### src/design/spta_pkg.sv
// shared types, codes and helpers for the segment/page translation block
// no dependencies
package spta_pkg;

  localparam int VA_W      = 28;
  localparam int SEG_W     = 9;
  localparam int PAGE_W    = 10;
  localparam int OFF_W     = 9;
  localparam int WORD_W    = 20;
  localparam int ADDR_W    = 19;
  localparam int FRAME_W   = 10;
  localparam int MAPW_W    = 32;
  localparam int MAPA_W    = 5;
  localparam int FRAMES_DEF = 1024;

  typedef enum logic [1:0] {
    OP_READ     = 2'd0,
    OP_WRITE    = 2'd1,
    OP_LOAD_SEG = 2'd2,
    OP_LOAD_PTE = 2'd3
  } op_e;

  typedef enum logic [2:0] {
    ST_OK       = 3'd0,
    ST_FAULT    = 3'd1,
    ST_ERROR    = 3'd2,
    ST_OOM      = 3'd3,
    ST_LOADED   = 3'd4,
    ST_IGNORED  = 3'd5
  } status_e;

  typedef struct packed {
    logic              re;
    logic              we;
    logic [ADDR_W-1:0] addr;
    logic [WORD_W-1:0] wdata;
  } pmem_req_t;

  typedef struct packed {
    logic              re;
    logic              we;
    logic [MAPA_W-1:0] addr;
    logic [MAPW_W-1:0] wdata;
  } fmap_req_t;

  // index of the lowest set bit, zero when none
  function automatic logic [MAPA_W-1:0] lowest_bit(input logic [MAPW_W-1:0] v);
    logic [MAPA_W-1:0] r;
    r = '0;
    for (int i = MAPW_W - 1; i >= 0; i--) begin
      if (v[i]) r = MAPA_W'(i);
    end
    return r;
  endfunction

endpackage

### src/design/spta_fmap.sv
// free-frame bitmap memory, per-word valid bits give the reset contents
// depends on spta_pkg
module spta_fmap (
  input  logic                        clk_i,
  input  logic                        rst_ni,
  input  spta_pkg::fmap_req_t         req_i,
  output logic [spta_pkg::MAPW_W-1:0] rdata_o
);
  import spta_pkg::*;

  localparam int DEPTH = 1 << MAPA_W;

  logic [MAPW_W-1:0] mem [DEPTH];
  logic [DEPTH-1:0]  valid_q;
  logic [MAPW_W-1:0] rdata_q;
  logic [MAPW_W-1:0] rst_word;

  // frame 0 holds the segment table
  assign rst_word = (req_i.addr == '0) ? MAPW_W'(1) : '0;
  assign rdata_o  = rdata_q;

  always_ff @(posedge clk_i or negedge rst_ni) begin
    if (!rst_ni) begin
      valid_q <= '0;
    end else if (req_i.we) begin
      valid_q[req_i.addr] <= 1'b1;
    end
  end

  always_ff @(posedge clk_i) begin
    if (req_i.we) begin
      mem[req_i.addr] <= req_i.wdata;
    end
    if (req_i.re) begin
      rdata_q <= valid_q[req_i.addr] ? mem[req_i.addr] : rst_word;
    end
  end

endmodule

### config.mk
export PLATFORM = sky130hd
export DESIGN_NAME = spta_fmap
export DESIGN_NICKNAME = d
export VERILOG_FILES = /design/src/design/spta_pkg.sv /design/src/design/spta_fmap.sv
export SDC_FILE = /design/constraint.sdc
export NUM_CORES = 1
export LEC_CHECK = 0
export BUFFER_PORTS_ARGS = -buffer_cell sky130_fd_sc_hd__buf_2
export CAP_MARGIN = 20
export CORE_UTILIZATION = 61
export DETAILED_ROUTE_END_ITERATION = 8
export PLACE_DENSITY = 0.79
export SYNTH_ARGS = -nofsm -noshare
export SYNTH_HDL_FRONTEND = slang
export SYNTH_SLANG_ARGS = --single-unit
export TNS_END_PERCENT = 1
### constraint.sdc
create_clock -name clk_i -period 5 [get_ports clk_i]
set_clock_uncertainty 0.2 [all_clocks]
set_input_delay 0.5 -clock clk_i [delete_from_list [all_inputs] [get_ports clk_i]]
set_output_delay 0.5 -clock clk_i [all_outputs]
set_load 0.01 [all_outputs]
# Word level (Yosys, flattened, before mapping)
# Memory sizes are Yosys's and may differ from the RTL's.
# Cells that the tools add are included.
# classes
n_addsub	0
mul	0
n_div	0
n_lt_le_gt_ge	2
n_eq_ne	0
shift	0
muxes	8
bitwise	1
reduce_logical	2
# ops
operator	n
$mux 32	1
$or 32x32->32	1
$lt 5x6->1 const B	1
$bmux 1 s5	1
$demux 1 s5	1
$ge 5x1->1 const B	1
$logic_not 5->1	1
$mux 1	5
$logic_and 1x1->1	1
# totals
reg_bits	64
latchBits	0
mem_bits_rw	1024
rom_bits	0
inputBits	41
out_inout_bits	32
elab_cells	16
n_memories	1
# mem_list
name	depth	width	rd	rd_clocked_by_memory_dff	wr	line_no	text
mem	32	32	1	0	1	spta_fmap.sv:13	logic [MAPW_W-1:0] mem [DEPTH];

# Depth between registers and ports, before layout
# logic_depth
word_depth	5
mapped_depth	9
mapped_depth_nobuf	5

# Worst setup path before layout
# OpenSTA, ideal clock, no wires.
# synth_timing
kind	input-to-reg
start	input req_i[33] (netlist bit)
end	memory mem[5][0] (enable)
setup_time_ns	0.422
arrival_ns	2.965
required_ns	4.378
setup_slack_ns	1.413
cell_stages	7
path_buffers	5
cell_sequence	buf_6 buf_6 buf_4 buf_4 buf_4 nand3b_1 nor2_1
# synth_lines
item	line_no	text
start, declared	spta_fmap.sv:6	input spta_pkg::fmap_req_t req_i,
end, declared	spta_fmap.sv:13	
# Straight into the memory's write port.

# Worst setup path after layout
# layout_timing
start	input req_i[32] (netlist bit)
end	memory mem[25][11] (enable)
# Straight into the memory's write port.

==> qor.yml <==
leakagePower_nw: 14.5
clkSlewWorstSetupHoldPaths_ps: 70
finalWirelength_um: 104000
critical_path_class: "in -> reg"
crit_chain: "buf_8, nand3b_1, nor2_4, buf_4"
drv.max_cap_violation_count: 0
route.detailed.vias_per_inst: 7.16
seqPwrFrac: 0.538
postSynth.topFlopCell: "sky130_fd_sc_hd__edfxtp_1"
antenna_found_initial: 3
number_of_i_o_port_buffers: 72
most-common-layout-cells: "sky130_fd_sc_hd__edfxtp_1, sky130_fd_sc_hd__mux4_2, sky130_fd_sc_hd__clkbuf_16"
synth.lib_cells_used.distinct: 47
crit_buf_inv: 2
root_buffer: "sky130_fd_sc_hd__clkbuf_16"
worst_slew_pin_slew_ps: 1160
p_sw_w: 0.00405
tritoncts.num_buffers: 102
syn-instance-count: 1748
power.combinational.fraction: 0.052
dr_total_vias: 20400
yosys_warnings: 0
layout-drive-gt1-share: 0.326
finalMaxSlewViolations: 0
iteration_0_drc_markers: 3022
setup_viol: 0
fillers: 3575
detail_route.drc_violations: 0
final_hold_viol_count: 0
worst_skew_pair.late_latency_ps: 670
totalNegativeSetupSlack_ps: 0
worstPathArrival_ps: 3290
power.internal_w: 0.0150
switching_share: 0.212
worstPathMaxFanout: 77
pwr_density_cell_nw_per_um2: 413
clock_power_share: 0.410
flow.area_growth_from_synthesis_pct: 12.6
worst_path_dominant_cell_family: "simple AND/OR/NAND/NOR gates"
worst_path_largest_cell_delay_ps: 760
clkSinkCount: 1088
std_cell_rows: 94
synth_enable_flop_cells: 1056
async_reset_ff_frac: 0.0294
synthesized_area_divided_by_synthesized_cell_count_um2: 23.5
number_of_instances_resized_during_post_cts_repair: 0
cell_area_after_technology_mapping_um2: 41100
p_total_w: 0.0191
clock_path_buffers: 3
place_congestion: 0.805
synthesis.nets: 1789
die-height_um: 262
critical_path.endpoint_type: "register"
finalNetCount: 1934
h_tree_level_count: 3
rsz0062_at_grt: "no"
first_pass_iters: 6
all_layer_global_routing_usage: 0.314
worstPathRequired_ps: 5080
die-area_um2: 68400
floorplan.initialDensity: 0.620
final.setup.worst_slack_ps: 1790
placement.setup.worst_slack_ps: 1240
crit_slowest_cell: "sky130_fd_sc_hd__nand3b_1"
cts.repair_timing.setup_buffer_count: 0
yosys_register_bits: 1088
vias_in_the_first_global_route: 21100
min-delay-path-class: "in -> reg"
die-width_um: 262
boundaryPins: 73
design.core.area_um2: 66200
layout.cells.most_common: "sky130_fd_sc_hd__edfxtp_1"
cts-hold-fix-buffers: 1
critical_path.startpoint_type: "input pin"
timing.max_slew.rel_slack: 0.224
peak_supply_drop_mv: 0.353
timing.fmax_mhz: 311
finalCriticalPeriod_ps: 3210
stdcell_count: 2849
post-route-period-util: 0.642
drtAntennaViolNets: 0
status: "finished clean"
detailedPlacementHpwl_um: 52400
tritoncts: "yes"
synth_sequential_area_ratio: 0.791
global_route_wire_length_before_repair_um: 148000
place.detailed.instances: 2652
grt_start_max_net_pins: 111
avgRoutedWirePerCell_um: 36.5
grt-ovfl-total: 0
synthesized netlist by cell type, drive strengths merged, types with 9 or more instances:
master,n,area [um^2]
mux2i,14,140
mux2,14,158
nand2,16,60.1
a22oi,71,533
clkbuf,26,101
a221oi,22,193
dfrtp,32,801
edfxtp,1056,31700
nor2,37,139
a22o,23,201
a41oi,9,139
buf,73,495
mux4,255,5740
a31oi,23,156
or2,33,206
state kept, by name, indices dropped and copies added, names as in the netlist:
signal   flops
mem       1024
rdata_o     32
valid_q     32
path summary, 6_finish.rpt:
kind                                    startpoint                       end  slack [ps]  depth (start not counted)
hold reg to reg            valid_q[27]$_DFFE_PN0P_   valid_q[27]$_DFFE_PN0P_         270                          1
setup / recovery                         req_i[32]     mem[25][11]$_DFFE_PP_        1790                          4
setup reg to reg           valid_q[22]$_DFFE_PN0P_  rdata_o[9]$_SDFFCE_PN0P_        2440                          6
hold / removal                           req_i[15]      mem[6][15]$_DFFE_PP_         130                          1
min in group asynchronous                   rst_ni   valid_q[10]$_DFFE_PN0P_         270                          2
max in group asynchronous                   rst_ni   valid_q[30]$_DFFE_PN0P_        3790                          2
worst register-to-register path, cell delays in order, from the launching register on:
cell,delay [ps]
sky130_fd_sc_hd__dfrtp_1,390
sky130_fd_sc_hd__mux4_2,480
sky130_fd_sc_hd__nor4b_1,160
sky130_fd_sc_hd__a311oi_1,280
sky130_fd_sc_hd__and4_2,290
sky130_fd_sc_hd__buf_12,310
sky130_fd_sc_hd__a31oi_1,150
logic make-up (layout without fill, tap and decap cells):
family	after synthesis	after routing	synth area share
compound gates	161	161	0.0322
mux	283	283	0.147
flops	1088	1088	0.791
simple gates	116	116	0.0148
buf+inv	100	334	0.0146
other cells	0	3	0
metrics by stage:
stage / hold WS (ps) / area (um^2) / util
after detailed placement: 253 / 42900 / 0.648
after global placement: 246 / 42900 / 0.648
after CTS: 82.4 / 46300 / 0.699
final: 127 / 46300 / 0.699
after floorplan: 4.41 / 41100 / -
after global routing: 125 / 46300 / 0.699
cell type report:
type | count | area, um^2 | share of cell area
flip-flops and latches | 1088 | 32500 | 0.703
multi-input cells | 560 | 8250 | 0.178
clock buffers | 122 | 2690 | 0.0581
well taps | 864 | 1080 | 0.0234
repair buffers | 140 | 1070 | 0.0231
clock inverters | 71 | 666 | 0.0144
diodes | 3 | 7.51 | 0.000162
inverters | 1 | 3.75 | 0.0000811
power by group through the flow:
stage	clock [W]	combinational [W]	sequential (W)
finish	0.00783	0.000988	0.0103
global route	0.00819	0.00103	0.0103
CTS	0.00788	0.000982	0.0103
detailed placement	0	0.000962	0.0105
global placement	0	0.000933	0.0104
floorplan	0	0.000578	0.0104
per-layer routing:
metal / share of wire / GRT usage / routed length, um
met3: 0.11 / 0.0685 / 11900
met2: 0.50 / 0.508 / 51600
met5: 0.00011 / 0 / 11
met1: 0.34 / 0.415 / 35500
met4: 0.047 / 0.140 / 4870
No activity file was read; power rests on OpenSTA's default activity.
